## config.mk

```make
export PLATFORM = sky130hd
export DESIGN_NAME = stream_substring_replace_unit
export DESIGN_NICKNAME = d
export VERILOG_FILES = /design/src/rtl/sru_pkg.sv /design/src/rtl/sru_cell.sv /design/src/rtl/sru_emit.sv /design/src/rtl/stream_substring_replace_unit.sv
export VERILOG_INCLUDE_DIRS = /design/src /design/src/rtl
export SDC_FILE = /design/constraint.sdc
export NUM_CORES = 1
export LEC_CHECK = 0
export ABC_AREA = 1
export ABC_CLOCK_PERIOD_IN_PS = 7000
export BUFFER_PORTS_ARGS = -buffer_cell sky130_fd_sc_hd__buf_2
export CAP_MARGIN = 20
export CELL_PAD_IN_SITES_DETAIL_PLACEMENT = 1
export CELL_PAD_IN_SITES_GLOBAL_PLACEMENT = 1
export CORE_MARGIN = 1.5
export CORE_UTILIZATION = 35
export CTS_CLUSTER_DIAMETER = 150
export DETAILED_ROUTE_END_ITERATION = 8
export PLACE_DENSITY = 0.6
export SLEW_MARGIN = 25
export SYNTH_ARGS = -nofsm -noshare
export SYNTH_HDL_FRONTEND = slang
export SYNTH_SLANG_ARGS = --single-unit
export TNS_END_PERCENT = 30
```

## constraint.sdc

```tcl
create_clock -name clk -period 7 [get_ports clk]
set_input_delay 2.1 -clock clk [delete_from_list [all_inputs] [get_ports clk]]
set_output_delay 2.1 -clock clk [all_outputs]
set_load 0.05 [all_outputs]
```

## src/rtl/stream_substring_replace_unit_assert.svh

```systemverilog
// ---------------------------------------------------------------------------
// substring replace unit assertion macros
// shared property forms for the rtl checks, clocked and reset-qualified
// ---------------------------------------------------------------------------
`ifndef STREAM_SUBSTRING_REPLACE_UNIT_ASSERT_SVH
`define STREAM_SUBSTRING_REPLACE_UNIT_ASSERT_SVH

// condition holds at every edge out of reset
`define SRU_ASSERT(label, clk, rst_n, cond) \
	label: assert property (@(posedge clk) disable iff (!rst_n) (cond)) \
		else $error("sru assertion failed");

// consequent holds in the same cycle as the antecedent
`define SRU_ASSERT_IMPL(label, clk, rst_n, ante, cons) \
	label: assert property (@(posedge clk) disable iff (!rst_n) (ante) |-> (cons)) \
		else $error("sru assertion failed");

// consequent holds in the cycle after the antecedent
`define SRU_ASSERT_NEXT(label, clk, rst_n, ante, cons) \
	label: assert property (@(posedge clk) disable iff (!rst_n) (ante) |=> (cons)) \
		else $error("sru assertion failed");

`endif

```

## src/rtl/sru_pkg.sv

```systemverilog
`timescale 1ns / 1ps
// ---------------------------------------------------------------------------
// substring replace unit package
// shared widths, register codes and the structs passed between modules
// ---------------------------------------------------------------------------
package sru_pkg;

	localparam int MAX_PATTERN_DEF = 8;
	localparam int BYTE_W          = 8;
	localparam int BURST_DEPTH     = 8;
	localparam int ITEM_W          = $clog2(BURST_DEPTH + 1);
	localparam int CFG_IDX_W       = 2;
	localparam int CFG_DATA_W      = 64;
	localparam int LEN_FIELD_W     = 4;

	typedef enum logic [CFG_IDX_W-1:0] {
		CFG_SEARCH_PATTERN     = 2'd0,
		CFG_SEARCH_LENGTH      = 2'd1,
		CFG_REPLACEMENT_TEXT   = 2'd2,
		CFG_REPLACEMENT_LENGTH = 2'd3
	} cfg_reg_t;

	// per-cycle control broadcast to every cell
	typedef struct packed {
		logic ld;
		logic clr;
	} cell_ctrl_t;

	// results caused by one request, first result in byte 0
	typedef struct packed {
		logic [BURST_DEPTH-1:0][BYTE_W-1:0] bytes;
		logic [ITEM_W-1:0]                  n_items;
		logic                               has;
		logic                               last;
	} burst_t;

endpackage

```

## src/rtl/sru_cell.sv

```systemverilog
`timescale 1ns / 1ps
// ---------------------------------------------------------------------------
// substring replace window cell
// holds one window byte and one prefix-match bit, fed by its neighbor
// ---------------------------------------------------------------------------
module sru_cell (
	input  logic                      clk,
	input  logic                      arst_n,
	input  sru_pkg::cell_ctrl_t       ctrl,
	input  logic [sru_pkg::BYTE_W-1:0] in_byte,
	input  logic [sru_pkg::BYTE_W-1:0] pat_byte,
	input  logic                      prev_hit,
	input  logic [sru_pkg::BYTE_W-1:0] prev_byte,
	input  logic                      keep,
	output logic                      hit,
	output logic                      hit_q,
	output logic [sru_pkg::BYTE_W-1:0] byte_q
);
	import sru_pkg::*;

	// suffix one longer than the neighbor's still matches the pattern prefix
	assign hit = prev_hit && (in_byte == pat_byte);

	always_ff @(posedge clk or negedge arst_n) begin
		if (!arst_n) begin
			hit_q <= 1'b0;
		end else if (ctrl.clr) begin
			hit_q <= 1'b0;
		end else if (ctrl.ld) begin
			hit_q <= hit && keep;
		end
	end

	always_ff @(posedge clk) begin
		if (ctrl.ld) begin
			byte_q <= prev_byte;
		end
	end

endmodule

```

## src/rtl/sru_emit.sv

```systemverilog
`timescale 1ns / 1ps
// ---------------------------------------------------------------------------
// substring replace result emitter
// one staging slot and a shifter sending one result per cycle while m_tready
// ---------------------------------------------------------------------------
`include "stream_substring_replace_unit_assert.svh"

module sru_emit (
	input  logic                       clk,
	input  logic                       arst_n,
	input  logic                       push,
	input  sru_pkg::burst_t            burst,
	output logic                       ready,
	output logic                       m_tvalid,
	input  logic                       m_tready,
	output logic [sru_pkg::BYTE_W-1:0] m_tdata,
	output logic                       m_tuser,
	output logic                       m_tlast
);
	import sru_pkg::*;

	burst_t stage_q;
	logic   stage_v_q;
	burst_t ser_q;
	logic   ser_done;
	logic   load;

	assign ser_done = (ser_q.n_items == '0) ||
		((ser_q.n_items == ITEM_W'(1)) && m_tready);
	assign load  = stage_v_q && ser_done;
	assign ready = !stage_v_q || load;

	always_ff @(posedge clk or negedge arst_n) begin
		if (!arst_n) begin
			stage_v_q <= 1'b0;
		end else if (push) begin
			stage_v_q <= 1'b1;
		end else if (load) begin
			stage_v_q <= 1'b0;
		end
	end

	always_ff @(posedge clk) begin
		if (push) begin
			stage_q <= burst;
		end
	end

	always_ff @(posedge clk or negedge arst_n) begin
		if (!arst_n) begin
			ser_q <= '0;
		end else if (load) begin
			ser_q <= stage_q;
		end else if (m_tvalid && m_tready) begin
			ser_q.bytes   <= ser_q.bytes >> BYTE_W;
			ser_q.n_items <= ser_q.n_items - 1'b1;
		end
	end

	assign m_tvalid = (ser_q.n_items != '0);
	assign m_tdata  = ser_q.bytes[0];
	assign m_tuser  = ser_q.has;
	assign m_tlast  = ser_q.last && (ser_q.n_items == ITEM_W'(1));

	`SRU_ASSERT_IMPL(a_emit_push_room, clk, arst_n, push, ready)
	`SRU_ASSERT_IMPL(a_emit_push_items, clk, arst_n, push, (burst.n_items != '0) && (burst.n_items <= ITEM_W'(BURST_DEPTH)))
	`SRU_ASSERT_NEXT(a_emit_load_shows, clk, arst_n, load, m_tvalid)
	`SRU_ASSERT_IMPL(a_emit_bare_alone, clk, arst_n, m_tvalid && !m_tuser, m_tlast)

endmodule

```

## src/rtl/stream_substring_replace_unit.sv

```systemverilog
`timescale 1ns / 1ps
// ---------------------------------------------------------------------------
// stream substring replace unit
// rewrites a byte stream, replacing each leftmost non-overlapping match
// ---------------------------------------------------------------------------
// usage:
//   cfg channel (cfg_valid/cfg_ready, cfg_index, cfg_data) writes the search
//   pattern, search length, replacement text and replacement length; always
//   ready. the user must write it only while the stream is idle; the block
//   does not enforce this. writing the pattern or its length drops held bytes
//   s_* carries one source byte per request (tuser = byte present, tlast =
//   end of string); m_* returns rewritten bytes (tuser = byte present, 0 on
//   a bare end marker; tlast on the final result of the string)
//   the cell row absorbs one byte per cycle while s_tready is high; a request
//   yields zero to eight results, and the output shifter sends one result per
//   cycle while m_tready is high; once the staging slot fills, the next request
//   waits until the shifter has sent the results ahead of it. each result passes
//   the staging slot, then the output shifter. a stalled receiver fills the
//   output shifter, then the staging slot, then s_tready drops; nothing is lost
//   or reordered. reset clears the registers to zero (pass-through), the window
//   and the output path
// ---------------------------------------------------------------------------
`include "stream_substring_replace_unit_assert.svh"

module stream_substring_replace_unit #(
	parameter int MAX_PATTERN = sru_pkg::MAX_PATTERN_DEF
) (
	input  logic                          clk,
	input  logic                          arst_n,
	input  logic                          cfg_valid,
	output logic                          cfg_ready,
	input  logic [sru_pkg::CFG_IDX_W-1:0] cfg_index,
	input  logic [sru_pkg::CFG_DATA_W-1:0] cfg_data,
	input  logic                          s_tvalid,
	output logic                          s_tready,
	input  logic [sru_pkg::BYTE_W-1:0]    s_tdata,   // [7:0] in_byte
	input  logic                          s_tuser,   // [0] in_has_byte
	input  logic                          s_tlast,
	output logic                          m_tvalid,
	input  logic                          m_tready,
	output logic [sru_pkg::BYTE_W-1:0]    m_tdata,   // [7:0] out_byte
	output logic                          m_tuser,   // [0] out_has_byte
	output logic                          m_tlast
);
	import sru_pkg::*;

	localparam int LEN_W = $clog2(MAX_PATTERN + 1);

	// configuration
	logic                                 cfg_wr;
	logic                                 clr_search;
	logic [MAX_PATTERN-1:0][BYTE_W-1:0]   pat_q;
	logic [BURST_DEPTH-1:0][BYTE_W-1:0]   repl_q;
	logic [LEN_W-1:0]                     slen_q;
	logic [ITEM_W-1:0]                    rlen_q;

	// request fields
	logic              accept;
	logic [BYTE_W-1:0] in_byte;
	logic              in_has_byte;
	logic              in_last;

	// window cells
	cell_ctrl_t                         cell_ctrl;
	logic [MAX_PATTERN-1:0]             hit;
	logic [MAX_PATTERN-1:0]             hit_q;
	logic [MAX_PATTERN-1:0][BYTE_W-1:0] win_q;
	logic [MAX_PATTERN-1:0]             keep;
	logic [MAX_PATTERN-1:0]             is_end;
	logic [MAX_PATTERN-1:0]             cell_keep;
	logic [MAX_PATTERN-1:0][BYTE_W-1:0] cand;
	logic [LEN_W-1:0]                   cnt_q;
	logic [LEN_W-1:0]                   cnt_next;
	logic [LEN_W-1:0]                   fill;
	logic                               pass;
	logic                               match;

	// results of this request
	logic [ITEM_W-1:0] n_bytes;
	logic              bare;
	burst_t            burst;
	logic              push;
	logic              emit_ready;

	assign cfg_ready  = 1'b1;
	assign cfg_wr     = cfg_valid && cfg_ready;
	assign clr_search = cfg_wr && ((cfg_index == CFG_SEARCH_PATTERN) ||
		(cfg_index == CFG_SEARCH_LENGTH));

	// lengths are stored already clamped to what the hardware holds
	always_ff @(posedge clk or negedge arst_n) begin
		if (!arst_n) begin
			pat_q  <= '0;
			slen_q <= '0;
			repl_q <= '0;
			rlen_q <= '0;
		end else if (cfg_wr) begin
			unique case (cfg_reg_t'(cfg_index))
				CFG_SEARCH_PATTERN: begin
					pat_q <= cfg_data[MAX_PATTERN*BYTE_W-1:0];
				end
				CFG_SEARCH_LENGTH: begin
					if (cfg_data[LEN_FIELD_W-1:0] > LEN_FIELD_W'(MAX_PATTERN)) begin
						slen_q <= LEN_W'(MAX_PATTERN);
					end else begin
						slen_q <= LEN_W'(cfg_data[LEN_FIELD_W-1:0]);
					end
				end
				CFG_REPLACEMENT_TEXT: begin
					repl_q <= cfg_data[BURST_DEPTH*BYTE_W-1:0];
				end
				CFG_REPLACEMENT_LENGTH: begin
					if (cfg_data[LEN_FIELD_W-1:0] > LEN_FIELD_W'(BURST_DEPTH)) begin
						rlen_q <= ITEM_W'(BURST_DEPTH);
					end else begin
						rlen_q <= ITEM_W'(cfg_data[LEN_FIELD_W-1:0]);
					end
				end
			endcase
		end
	end

	assign in_byte     = s_tdata;
	assign in_has_byte = s_tuser;
	assign in_last     = s_tlast;
	assign s_tready    = emit_ready;
	assign accept      = s_tvalid && s_tready;

	// cell j keeps a hit only for a proper prefix (j+1 < len); cell len-1
	// hitting means the whole pattern ended on this byte
	always_comb begin
		for (int j = 0; j < MAX_PATTERN; j++) begin
			keep[j]   = (j + 1) < int'(slen_q);
			is_end[j] = (j + 1) == int'(slen_q);
		end
	end

	assign pass      = (slen_q == '0);
	assign match     = in_has_byte && (|(hit & is_end));
	// a match or end of string restarts the scan with an empty window
	assign cell_keep = (match || in_last) ? '0 : keep;

	assign cell_ctrl.ld  = accept && (in_has_byte || in_last);
	assign cell_ctrl.clr = clr_search;

	// row of cells: cell 0 takes the new byte, each cell hands its byte and
	// hit bit to the next; hit bit j means the last j+1 bytes match the
	// first j+1 pattern bytes
	for (genvar j = 0; j < MAX_PATTERN; j++) begin : g_cell
		logic              prev_hit;
		logic [BYTE_W-1:0] prev_byte;
		if (j == 0) begin : g_head
			assign prev_hit  = 1'b1;
			assign prev_byte = in_byte;
		end else begin : g_link
			assign prev_hit  = hit_q[j-1];
			assign prev_byte = win_q[j-1];
		end
		sru_cell u_cell (
			.clk       (clk),
			.arst_n    (arst_n),
			.ctrl      (cell_ctrl),
			.in_byte   (in_byte),
			.pat_byte  (pat_q[j]),
			.prev_hit  (prev_hit),
			.prev_byte (prev_byte),
			.keep      (cell_keep[j]),
			.hit       (hit[j]),
			.hit_q     (hit_q[j]),
			.byte_q    (win_q[j])
		);
	end

	// held bytes after this request: longest suffix still a proper prefix
	always_comb begin
		cnt_next = '0;
		for (int j = 0; j < MAX_PATTERN; j++) begin
			if (hit[j] && cell_keep[j]) begin
				cnt_next = LEN_W'(j + 1);
			end
		end
	end

	always_ff @(posedge clk or negedge arst_n) begin
		if (!arst_n) begin
			cnt_q <= '0;
		end else if (clr_search) begin
			cnt_q <= '0;
		end else if (cell_ctrl.ld) begin
			cnt_q <= cnt_next;
		end
	end

	// candidate bytes newest first: the new byte ahead of the window
	always_comb begin
		for (int k = 0; k < MAX_PATTERN; k++) begin
			if (k == 0) begin
				cand[k] = in_has_byte ? in_byte : win_q[0];
			end else begin
				cand[k] = in_has_byte ? win_q[k-1] : win_q[k];
			end
		end
	end

	assign fill = cnt_q + LEN_W'(in_has_byte);

	// how many bytes leave: none without byte or end, replacement on a match,
	// everything on end of string or pass-through, otherwise the oldest bytes
	// that can no longer start a match
	always_comb begin
		if (!in_has_byte && !in_last) begin
			n_bytes = '0;
		end else if (match) begin
			n_bytes = rlen_q;
		end else if (in_last || pass) begin
			n_bytes = ITEM_W'(fill);
		end else begin
			n_bytes = ITEM_W'(fill - cnt_next);
		end
	end

	assign bare = in_last && (n_bytes == '0);

	// oldest byte goes first: result i is candidate fill-1-i; a bare end
	// marker after an empty replacement carries a zero byte
	always_comb begin
		burst.bytes = '0;
		if (match && !bare) begin
			burst.bytes = repl_q;
		end else if (!match) begin
			for (int i = 0; i < BURST_DEPTH; i++) begin
				for (int k = 0; k < MAX_PATTERN; k++) begin
					if (i + k + 1 == int'(fill)) begin
						burst.bytes[i] = cand[k];
					end
				end
			end
		end
		burst.n_items = bare ? ITEM_W'(1) : n_bytes;
		burst.has     = !bare;
		burst.last    = in_last;
	end

	assign push = accept && (burst.n_items != '0);

	sru_emit u_emit (
		.clk      (clk),
		.arst_n   (arst_n),
		.push     (push),
		.burst    (burst),
		.ready    (emit_ready),
		.m_tvalid (m_tvalid),
		.m_tready (m_tready),
		.m_tdata  (m_tdata),
		.m_tuser  (m_tuser),
		.m_tlast  (m_tlast)
	);

	`SRU_ASSERT(a_top_cnt_range, clk, arst_n, cnt_q < LEN_W'(MAX_PATTERN))
	`SRU_ASSERT_IMPL(a_top_pass_empty, clk, arst_n, pass, cnt_q == '0)
	`SRU_ASSERT(a_top_tail_cell_idle, clk, arst_n, !hit_q[MAX_PATTERN-1])
	`SRU_ASSERT_NEXT(a_top_match_clears, clk, arst_n, accept && match, cnt_q == '0)

endmodule

```

==> results.md, run 1 <==
* Outcome: completed
* CP endpoint: u_emit.stage_q[19]
* Number of placed instances with taps included at 3,190
* Fraction of final layout cells with drive strength greater than 1 at 11.2%
* Die Footprint at 57,900 um2
* Port Buffer Count at 92
* Post-detailed-route wirelength per cell at 23.6 um
* Skew-Pair Late Insertion Delay at 600 ps
* Number of enable flip-flop cells after synthesis at 134
* Number of iterations in the first detailed-routing pass at 5
* Number of rows created at floorplan at 86
* Sequential cell area in the final layout at 9480 um2
* Worst Max-Slew Pin Slew at 1100 ps
* Leading post-synthesis cells by cell area: dfrtp_1, edfxtp_1, nand2_1, o21ai_0, inv_1
* Library cells used by synthesis at 52
* Cts-stage hold buffer count at 0
* Mean instance size in the synthesized netlist at 8.00 um2
* Number of nets in the final layout at 2,577
* Most numerous cell on the critical path: nand2_1
* Post-route non-filler standard cell count at 3,270
* Worst Path Max Fanout at 24
* Worst Slack Setup Final at 869 ps
* Post-route clock skew at 34.6 ps
* Crit Reg-Reg Endpoint: u_emit.stage_q[19]
* Synthesis warning total at 0
* Width of the die at 241 um
* Share of Yosys cell area claimed by the top area cell type at 27.6%
* Height of the chip at 241 um
* Critical path arrival at 6430 ps
* Final setup violation count at 0
* CTS-repair resized insts at 0
* Half-perimeter wire length after detailed placement at 55,900 um
* I/O pin total at 94
* Length in cells of the worst reg-to-reg path at 31
* Type of the worst min-delay path: flop to flop
* Flip-flop cell with the highest count after synthesis: dfrtp_1
* Crit path time final at 6130 ps
* Reg2reg setup slack at 2320 ps
* Combinational share of power at 22.0%
* Max-cap violation count at 0
* Num Clock Sinks at 352
* Sequential Power Share at 43.3%
* Placeable core region at 55,400 um2
* Cell taking the most area after synthesis: dfrtp_1
* Clock buffer depth at 3
* Mapped Area at 19,800 um2
* Effective utilization at floorplan at 35.7%
* Post-route fraction of the period consumed by the critical path at 87.6%
* Area grow syn2layout at 13.0%
* Peak Freq at 163 MHz
* Maximum number of pins on one net before global-route repair at 129
* Gr ovfl total at 0
* Wire length of the first global-routing pass at 116,000 um
* Clock power share at 34.7%
* CP startpoint kind: input port
* Kind of end point of the critical path: flop
* Max H-tree Level at 2
* Clock tree from TritonCTS: yes
* Post-synthesis async set-or-reset flop share at 61.9%
* Power density over the cells at 311 nW/um2
* Switching Power at 2.40 mW
* Root Buffer Master: clkbuf_16
* Total GRT Usage at 27.0%
* Start point of the critical path: s_tdata[7]
* Number of buffers created by CTS at 43
* Sequential area share after synthesis at 48.0%
* Int Power at 4.55 mW
* Fill cell count at 6,689
* Max Slew Vio Count at 0
* Clock slew at reported path FFs at 60 ps
* Area occupied by multi-input gates at 8450 um2
* Library cell contributing the largest single delay on the critical path: fa_1
* Flip-flop and latch count after synthesis at 352
* Delay of the slowest cell on the worst path at 440 ps
* Setup total negative slack at 0 ps
* Proportion of total power due to net switching at 34.5%
* Initial antenna violation count at 7
* Iteration-0 DRC count of the detailed router at 1,460
* Via-per-instance ratio at 5.46
* Placer congestion estimate at 0.923
* Drt drc at 0
* ANT nets after route at 0
* Unrepaired setup endpoints after global routing: no
* Via Count at 17,856
* Required arrival time at the worst endpoint at 7300 ps
* Startpoint of the most critical register-to-register path: pat_q[33]
* Number of standard cells after synthesis at 2,470
* Via count of the first global-routing pass at 17,760
* Post-Place Worst Slack at 303 ps
* Post-CTS setup buffer count at 0
* Worst setup path category: input port to flop
* Syn Nets at 2,560
* Max-slew headroom at 26.5%
* Total leakage power at 10.0 nW
* Number of endpoints with negative hold slack in the final report at 0
* Largest vdd supply drop at 0.000197 V
* Post-detailed-routing wire length at 77,300 um
sequential cells by signal, summed over array words and instances, names as in the netlist:
register	flops
u_emit.stage_v_q	1
u_emit.stage_q	70
u_emit.ser_q	61
rlen_q	4
u_emit.m_tdata	8
g_cell.u_cell.hit_q	7
slen_q	4
cnt_q	4
g_cell.u_cell.byte_q	64
pat_q	64
u_emit.m_tuser	1
repl_q	64
synthesized netlist by cell type (all sizes together), types with 8 or more instances:
| cell | instances |
|---|---|
| o21ai | 312 |
| o221ai | 17 |
| ha | 8 |
| a31oi | 49 |
| nand4 | 12 |
| inv | 289 |
| clkbuf | 121 |
| a21oi | 55 |
| dfrtp | 218 |
| o2111ai | 26 |
| nand2 | 623 |
| buf | 41 |
| nor3 | 23 |
| or2 | 8 |
| nor2 | 194 |
| edfxtp | 134 |
| xnor2 | 11 |
| o22ai | 88 |
| xor2 | 12 |
| o211ai | 99 |
| nand3 | 106 |
logic make-up (layout without fill, tap and decap cells):
family / Yosys count / after routing / synth area share (%)
fa+ha+maj: 9 / 9 / 0.608
simple gates: 970 / 970 / 20.8
mux: 1 / 1 / 0.0507
compound gates: 660 / 660 / 19.9
other cells: 1 / 2 / 0.0190
flops: 352 / 352 / 48.0
xor+xnor: 23 / 23 / 1.10
buf+inv: 454 / 505 / 9.54
power by group through the flow:
stage	logic, mW	clock network, mW	registers [mW]
5_1_grt	1.73	2.53	3.06
6_report	1.53	2.41	3.01
2_1_floorplan	1.10	0	2.93
3_3_place_gp	1.50	0	3.03
4_1_cts	1.54	2.47	3.01
3_5_place_dp	1.54	0	3.05
per-stage QoR:
step	hold WS, ps	util (%)	area [um2]	total power [mW]
3_3_place_gp	431	37.6	20800	4.53
3_5_place_dp	438	37.6	20800	4.58
5_1_grt	464	40.3	22300	7.33
2_1_floorplan	418	-	19800	4.02
6_report	451	40.3	22300	6.95
4_1_cts	452	40.3	22300	7.03
critical path, delay by kind of cell:
family	cells	cell delay (ps)
adder cells (fa/ha/maj)	2	670
XOR/XNOR	1	130
buffers and inverters	4	740
AO/OA/AOI/OAI	4	660
AND/OR/NAND/NOR	19	2100
routing by layer:
metal / GRT usage [%] / up-vias / part of all wire (%)
li1: - / 8392 / -
met1: 38.9 / 8878 / 47
met2: 41.2 / 489 / 44
met3: 3.18 / 97 / 4.8
met4: 10.4 / 0 / 3.9
met5: 0 / - / 0
layout make-up:
type                       count  area share [%]
antenna                        1          0.0112
clock buffer                  55            5.15
clock inverter                24            1.58
inverter                     292            4.96
multi-input combinational   1664            37.8
sequential                   352            42.4
tap                          748            4.19
timing repair buffer         134            3.83
placed cells by master (no fill, tap or decap), drive strengths merged, types with 2 or more instances in the layout:
master | synthesis | routed
nand4 | 12 | 12
bufinv | 0 | 7
o221ai | 17 | 17
edfxtp | 134 | 134
inv | 289 | 292
dfrtp | 218 | 218
xor2 | 12 | 12
a221oi | 3 | 3
nor2 | 194 | 194
nor4 | 2 | 2
clkinv | 3 | 16
a31oi | 49 | 49
o21ai | 312 | 312
or2 | 8 | 8
nand2 | 623 | 623
a21oi | 55 | 55
nor3 | 23 | 23
o2111ai | 26 | 26
ha | 8 | 8
o22ai | 88 | 88
a211oi | 2 | 2
a2111oi | 4 | 4
nand3 | 106 | 106
clkbuf | 121 | 55
buf | 41 | 134
xnor2 | 11 | 11
o211ai | 99 | 99
worst min-delay path by stage:
stage | start | endpoint | slack (ps) | depth (start not counted)
floorplan | u_emit.stage_q[1] | u_emit.m_tuser | 420 | 2
global placement | g_cell[6].u_cell.byte_q[3] | g_cell[7].u_cell.byte_q[3] | 430 | 0
detailed placement | g_cell[0].u_cell.byte_q[3] | g_cell[1].u_cell.byte_q[3] | 440 | 0
CTS | g_cell[0].u_cell.byte_q[3] | g_cell[1].u_cell.byte_q[3] | 450 | 0
global route | g_cell[4].u_cell.byte_q[6] | g_cell[5].u_cell.byte_q[6] | 460 | 0
finish | g_cell[0].u_cell.byte_q[3] | g_cell[1].u_cell.byte_q[3] | 450 | 0
No activity file was read; power rests on OpenSTA's default activity.
==> inputs of run 2 (changes only) <==
--- a/config.mk
+++ b/config.mk
@@ -17,6 +17,7 @@
 export CTS_CLUSTER_DIAMETER = 150
 export DETAILED_ROUTE_END_ITERATION = 8
 export PLACE_DENSITY = 0.6
+export REMOVE_ABC_BUFFERS = 1
 export SLEW_MARGIN = 25
 export SYNTH_ARGS = -nofsm -noshare
 export SYNTH_HDL_FRONTEND = slang
==> run 2 against run 1 <==
Against the previous run: clock skew shrank 13 ps; via count fell by 0.67%; non-clock buffer count is 6 higher; clock power is 5% lower; power is 1.3% lower; die area unchanged.
==> results.md, run 2 (synthesized netlist as in run 1, its figures left out) <==
* Via count of the first global-routing pass at 18,024 (+1.5%)
* Uppermost metal layer occupied by signal nets: met4
* Num Clock Sinks at 352 (unchanged)
* ANT nets after route at 0 (unchanged)
* Clock slew at reported path FFs at 50 ps (about the same)
* Top library cells by usage in the layout, fill and taps aside: nand2_1, o21ai_0, inv_1, dfrtp_1, nor2_1
* Iteration-0 DRC count of the detailed router at 1,326 (-9.2%)
* Root Buffer Master: clkbuf_16
* Wire length of the first global-routing pass at 112,000 um (-3.7%)
* Wire length on met2 at 34,100 um (-0.61%)
* Post-detailed-routing wire length at 72,800 um (-5.8%)
* I/O pin total at 94 (unchanged)
* Half-perimeter wire length after detailed placement at 50,800 um (-9.1%)
* Worst setup path category: input port to flop
* Initial antenna violation count at 5 (-2)
* Final setup violation count at 0 (unchanged)
* Family of cells with the greatest summed delay on the critical path: simple AND/OR/NAND/NOR gates
* Register ranked first by flip-flop count: u_emit.stage_q
* Gr ovfl total at 0 (unchanged)
* Max-slew headroom at 32.1% (+5.6 points)
* Post-route design area at 22,400 um2 (+0.18%)
* Effective utilization at floorplan at 35.7% (unchanged)
* Number of buffer and inverter stages on the critical path at 4 (unchanged)
* Skew-Pair Late Insertion Delay at 580 ps (-20 ps)
* Die Footprint at 57,900 um2 (unchanged)
* Height of the chip at 241 um (unchanged)
* Clock tree from TritonCTS: yes
* Drt drc at 0 (unchanged)
* Total leakage power at 10.1 nW (+0.34%)
* Number of endpoints with negative hold slack in the final report at 0 (unchanged)
* CTS-repair resized insts at 0 (unchanged)
* Via-per-instance ratio at 5.42 (-0.82%)
* Critical path arrival at 6630 ps (+200 ps)
* Largest vdd supply drop at 0.000166 V (-16%)
* Antenna Cells at 0 (-1)
* Most numerous cell on the critical path: nand2_1
* Post-detailed-route wirelength per cell at 22.2 um (-5.9%)
* Area grow syn2layout at 13.2%
* Design Power at 6.86 mW (-1.3%)
* Post-route fraction of the period consumed by the critical path at 90.1% (+2.5 points)
* CP startpoint kind: input port
* Number of buffers created by CTS at 43 (unchanged)
* Placeable core region at 55,400 um2 (unchanged)
* Library cell contributing the largest single delay on the critical path: fa_1
* Worst Max-Slew Pin Slew at 1010 ps (-88.6 ps)
* Type of the worst min-delay path: flop to flop
* Worst Path Max Fanout at 39 (+63%)
* Routed met3 length at 3500 um (-6.7%)
* Post-CTS setup buffer count at 0 (unchanged)
* Total GRT Usage at 25.6% (-1.4 points)
* Delay of the slowest cell on the worst path at 540 ps (+100 ps)
* Fraction of final layout cells with drive strength greater than 1 at 11.4% (+0.17 points)
* Number of rows created at floorplan at 86 (unchanged)
* Maximum number of pins on one net before global-route repair at 129 (unchanged)
* Required arrival time at the worst endpoint at 7330 ps (+30 ps)
* Kind of end point of the critical path: flop
* Outcome: completed
* Unrepaired setup endpoints after global routing: no
* Max Slew Vio Count at 0 (unchanged)
* Clock buffer depth at 3 (unchanged)
* Port Buffer Count at 92 (unchanged)
* Number of flip-flops under the largest register name at 70 (unchanged)
* Peak Freq at 159 MHz (-2.7%)
* Area after detailed placement at 20,900 um2 (+0.47%)
* Placer congestion estimate at 0.884 (-4.2%)
* Width of the die at 241 um (unchanged)
* Via Count at 17,737 (-0.67%)
* Cts-stage hold buffer count at 0 (unchanged)
* Commonest non-fill, non-tap cell in the layout: nand2_1
* Number of iterations in the first detailed-routing pass at 6 (+1)
* Max-cap violation count at 0 (unchanged)
* Number of nets in the final layout at 2,583 (+0.23%)
* Post-route clock skew at 21.2 ps (-13.4 ps)
* Setup total negative slack at 0 ps (unchanged)
* Max H-tree Level at 2 (unchanged)
* Post-Route M1 WL at 33,600 um (-7.5%)
* Crit path time final at 6300 ps (+173 ps)
* Power density over the cells at 307 nW/um2 (-1.5%)
run 2: changes by cell type in the layout (fill, tap and decap cells not counted), moves of 2 or more:
cell,before,now
buf_4,37,40
clkbuf_8,3,6
clkbuf_16,43,45
buf_12,5,8
bufinv_16,7,3
clkbuf_1,9,11
run 2: layout make-up:
| cell class | count | area (um2) |
|---|---|---|
| clock buffer | 62 | 1250 |
| clock inverter | 17 | 198 |
| fill | 6635 | 33000 |
| inverter | 292 | 1110 |
| multi-input combinational | 1664 | 8450 |
| sequential | 352 | 9480 |
| tap | 748 | 936 |
| timing repair buffer | 140 | 953 |
run 2: routing by layer:
metal / vias up / track usage [%]
met5: - / 0
met4: 0 / 6.80
met3: 109 / 3.05
met2: 432 / 42.3
met1: 8803 / 35.4
li1: 8393 / -
run 2: final timing paths:
check	depth (start not counted)	slack [ps]	to	from
worst min-delay path	2	440	u_emit.m_tuser	u_emit.stage_q[1]
worst min register to register	2	440	u_emit.m_tuser	u_emit.stage_q[1]
max in group asynchronous	2	4240	u_emit.ser_q[27]	arst_n
min in group asynchronous	1	1480	u_emit.ser_q[14]	arst_n
worst max-delay path	30	700	u_emit.stage_q[62]	s_tdata[4]
worst max register to register	29	2210	u_emit.stage_q[62]	pat_q[36]
run 2: per-stage QoR:
step	hold WS [ps]	cells	setup slack [ps]	util [%]
finish	444	3275	696	40.4
global route	462	3275	312	40.4
CTS	448	3275	741	40.4
detailed placement	434	3196	134	37.8
floorplan	418	2308	-421	-
global placement	429	3195	203	37.7
run 2: power breakdown:
part | switching, mW | internal, mW | total [mW]
sequential | 0.312 | 2.69 | 3.00
clock | 0.925 | 1.36 | 2.29
combinational | 1.12 | 0.449 | 1.57
total | 2.36 | 4.50 | 6.86
run 2: worst min-delay path, cell delays in order, from the launching register on:
cell and delay (ps):
edfxtp_1 320, nand2_1 50, nand2_1 50
==> inputs of run 3 (changes only) <==
--- a/config.mk
+++ b/config.mk
@@ -6,7 +6,6 @@
 export SDC_FILE = /design/constraint.sdc
 export NUM_CORES = 1
 export LEC_CHECK = 0
-export ABC_AREA = 1
 export ABC_CLOCK_PERIOD_IN_PS = 7000
 export BUFFER_PORTS_ARGS = -buffer_cell sky130_fd_sc_hd__buf_2
 export CAP_MARGIN = 20
@@ -16,7 +15,7 @@
 export CORE_UTILIZATION = 35
 export CTS_CLUSTER_DIAMETER = 150
 export DETAILED_ROUTE_END_ITERATION = 8
-export PLACE_DENSITY = 0.6
+export PLACE_DENSITY = 0.58
 export REMOVE_ABC_BUFFERS = 1
 export SLEW_MARGIN = 25
 export SYNTH_ARGS = -nofsm -noshare
==> run 3 against run 2 <==
Against the previous run: routed wire length is 8.5% higher; clock-buffer cell count is the same; die area grew 0.19%; via count decreased by 7.8%; fmax rose by 2.0%; global-route usage rose by 1.9 points; critical path type unchanged; largest cell class is now multi-input combinational cells; largest power group unchanged.
==> results.md, run 3 <==
* Skew-Pair Late Insertion Delay at 600 ps (+20 ps)
* Final setup violation count at 0 (unchanged)
* Library cell contributing the largest single delay on the critical path: nor4_1
* Iteration-0 DRC count of the detailed router at 1,478 (+11%)
* Via Count at 16,352 (-7.8%)
* Flip-flop cell with the highest count after synthesis: dfrtp_1
* Num Clock Sinks at 352 (unchanged)
* Placeable core region at 55,500 um2 (+0.19%)
* Antenna Cells at 0 (unchanged)
* Leading post-synthesis cells by cell area: dfrtp_1, edfxtp_1, mux2_2, mux2i_1, o21ai_0
* Power density over the cells at 289 nW/um2 (-5.7%)
* Height of the chip at 241 um (about the same)
* Total leakage power at 8.67 nW (-14%)
* Flip-flop and latch count after synthesis at 352 (unchanged)
* Top cells by count, synth: dfrtp_1, mux2_2, nand2_1, o21ai_0, edfxtp_1
* Outcome: completed
* Number of rows created at floorplan at 86 (unchanged)
* Cells along the critical path: buf_2, xnor2_1, nand4_1, nor4_1, nor2b_1, a2bb2oi_1, nor2_1, o21ba_2, nor2_1, ha_1, nor2b_1, o21a_1, or3b_2, mux2i_1, xnor2_1, nand2_1, mux2_2, a31oi_4, buf_4
* Worst hold slack at 464 ps (+20.0 ps)
* Commonest non-fill, non-tap cell in the layout: dfrtp_1
* Maximum number of pins on one net before global-route repair at 131 (+1.6%)
* Design Power at 6.51 mW (-5.0%)
* Post-CTS setup buffer count at 0 (unchanged)
* Library cells used by synthesis at 76 (+46%)
* Type of the worst min-delay path: flop to flop
* Startpoint of the most critical hold path: u_emit.stage_q[0]
* Post-route clock skew at 33.4 ps (+12.1 ps)
* Fraction of final layout cells with drive strength greater than 1 at 22.0% (+11 points)
* Number of nets in the final layout at 2,043 (-21%)
* Worst setup path category: input port to flop
* Post-detailed-route wirelength per cell at 28.9 um (+30%)
* Peak Freq at 162 MHz (+2.0%)
* Required arrival time at the worst endpoint at 7240 ps (-90 ps)
* Delay of the slowest cell on the worst path at 530 ps (about the same)
* Number of flip-flops under the largest register name at 70 (unchanged)
* Cts-stage hold buffer count at 0 (unchanged)
* Critical path arrival at 6420 ps (-210 ps)
* Drt drc at 0 (unchanged)
* Start point of the critical path: s_tdata[4]
* Top library cells by usage in the layout, fill and taps aside: dfrtp_1, mux2_2, nand2_1, o21ai_0, edfxtp_1
* Wire length of the first global-routing pass at 116,000 um (+4.2%)
* Gr ovfl total at 0 (unchanged)
* Worst Path Max Fanout at 28 (-28%)
* Clock buffer depth at 3 (unchanged)
* Largest vdd supply drop at 0.000156 V (-6.0%)
* Post-route fraction of the period consumed by the critical path at 88.3% (-1.7 points)
* Number of standard cells after synthesis at 1,897 (-23%)
* Post-route design area at 22,500 um2 (+0.68%)
* Placer congestion estimate at 0.919 (+4.0%)
* Mean instance size in the synthesized netlist at 10.4 um2 (+30%)
* Mapped Area at 19,800 um2 (+0.20%)
* ANT nets after route at 0 (unchanged)
* Width of the die at 241 um (about the same)
* I/O pin total at 94 (unchanged)
* CP startpoint kind: input port
* Share of Yosys cell area claimed by the top area cell type at 27.6% (-0.054 points)
* Top-count cell post-synth: dfrtp_1
* Synthesis warning total at 0 (unchanged)
* Die Footprint at 58,000 um2 (+0.19%)
* Startpoint of the most critical register-to-register path: slen_q[0]
* Max-cap violation count at 0 (unchanged)
* Sequential area share after synthesis at 47.9% (-0.094 points)
* Port Buffer Count at 92 (unchanged)
* Crit path time final at 6180 ps (-122 ps)
* Max-slew headroom at 28.6% (-3.5 points)
* Area grow syn2layout at 13.8%
* Cell taking the most area after synthesis: dfrtp_1
* Clock slew at reported path FFs at 50 ps (about the same)
* Effective utilization at floorplan at 35.7% (about the same)
* Number of endpoints with negative hold slack in the final report at 0 (unchanged)
* Number of enable flip-flop cells after synthesis at 134 (unchanged)
* Total GRT Usage at 27.5% (+1.9 points)
* Max Slew Vio Count at 0 (unchanged)
* Register ranked first by flip-flop count: u_emit.stage_q
* CTS-repair resized insts at 0 (unchanged)
* Kind of end point of the critical path: flop
* Initial antenna violation count at 3 (-2)
* Post-synthesis async set-or-reset flop share at 61.9% (unchanged)
* Worst Max-Slew Pin Slew at 1070 ps (+54.0 ps)
* Clock tree from TritonCTS: yes
* Number of buffers created by CTS at 41 (-4.7%)
* Unrepaired setup endpoints after global routing: no
* Number of iterations in the first detailed-routing pass at 6 (unchanged)
* Root Buffer Master: clkbuf_16
* Via count of the first global-routing pass at 16,872 (-6.4%)
* Area after detailed placement at 21,200 um2 (+1.2%)
* Max H-tree Level at 2 (unchanged)
* Post-detailed-routing wire length at 79,100 um (+8.5%)
* Half-perimeter wire length after detailed placement at 57,100 um (+12%)
* Via-per-instance ratio at 5.98 (+10%)
-- run 3: final timing paths --
| kind | endpoint | depth (start not counted) | slack (ps) |
|---|---|---|---|
| hold reg to reg | u_emit.ser_q[0] | 2 | 460 |
| hold / removal | u_emit.ser_q[0] | 2 | 460 |
| max in group asynchronous | u_emit.ser_q[5] | 2 | 4270 |
| min in group asynchronous | u_emit.m_tdata[5] | 1 | 1560 |
| setup reg to reg | u_emit.stage_q[33] | 16 | 2060 |
| setup / recovery | u_emit.stage_q[33] | 19 | 820 |
-- run 3: critical path: cells and delay by family --
kind	cells	cell delay (ps)
buf+inv	2	770
xor+xnor	2	350
simple gates	8	1650
compound gates	4	760
fa+ha+maj	1	220
mux	2	510
-- run 3: cells by family after synthesis --
family,count (synthesis),share of synthesized area [%]
AND/OR/NAND/NOR,481,11.0
adder cells (fa/ha/maj),9,0.607
AO/OA/AOI/OAI,505,16.6
XOR/XNOR,68,3.01
flip-flops,352,47.9
other,1,0.0189
multiplexers,313,17.0
buffers and inverters,168,3.82
-- run 3: report_power, final --
group	switching (mW)	internal, mW	total [mW]
Sequential	0.338	2.62	2.95
Combinational	0.860	0.527	1.39
Clock	0.905	1.27	2.17
-- run 3: cell type report --
type	instances	area, um2
clock buffer	62	1160
clock inverter	13	185
fill	6146	33000
inverter	16	60.1
multi-input combinational	1377	9630
sequential	352	9480
tap	748	936
timing repair buffer	165	1070
-- run 3: routing by layer --
layer / routed length [um] / up-vias / track usage, %
met5: 19 / - / 0
met4: 2840 / 4 / 9.79
met3: 4540 / 138 / 4.47
met2: 36200 / 534 / 43.5
met1: 35400 / 8463 / 38.1
li1: - / 7213 / -
-- run 3: through the flow --
stage	instances	utilization, %	worst slack [ps]	setup TNS [ps]
floorplan	1745	-	-3520	-266370
global placement	2658	38.1	363	0
detailed placement	2658	38.1	285	0
CTS	2733	40.6	874	0
global route	2733	40.6	571	0
finish	2733	40.6	818	0
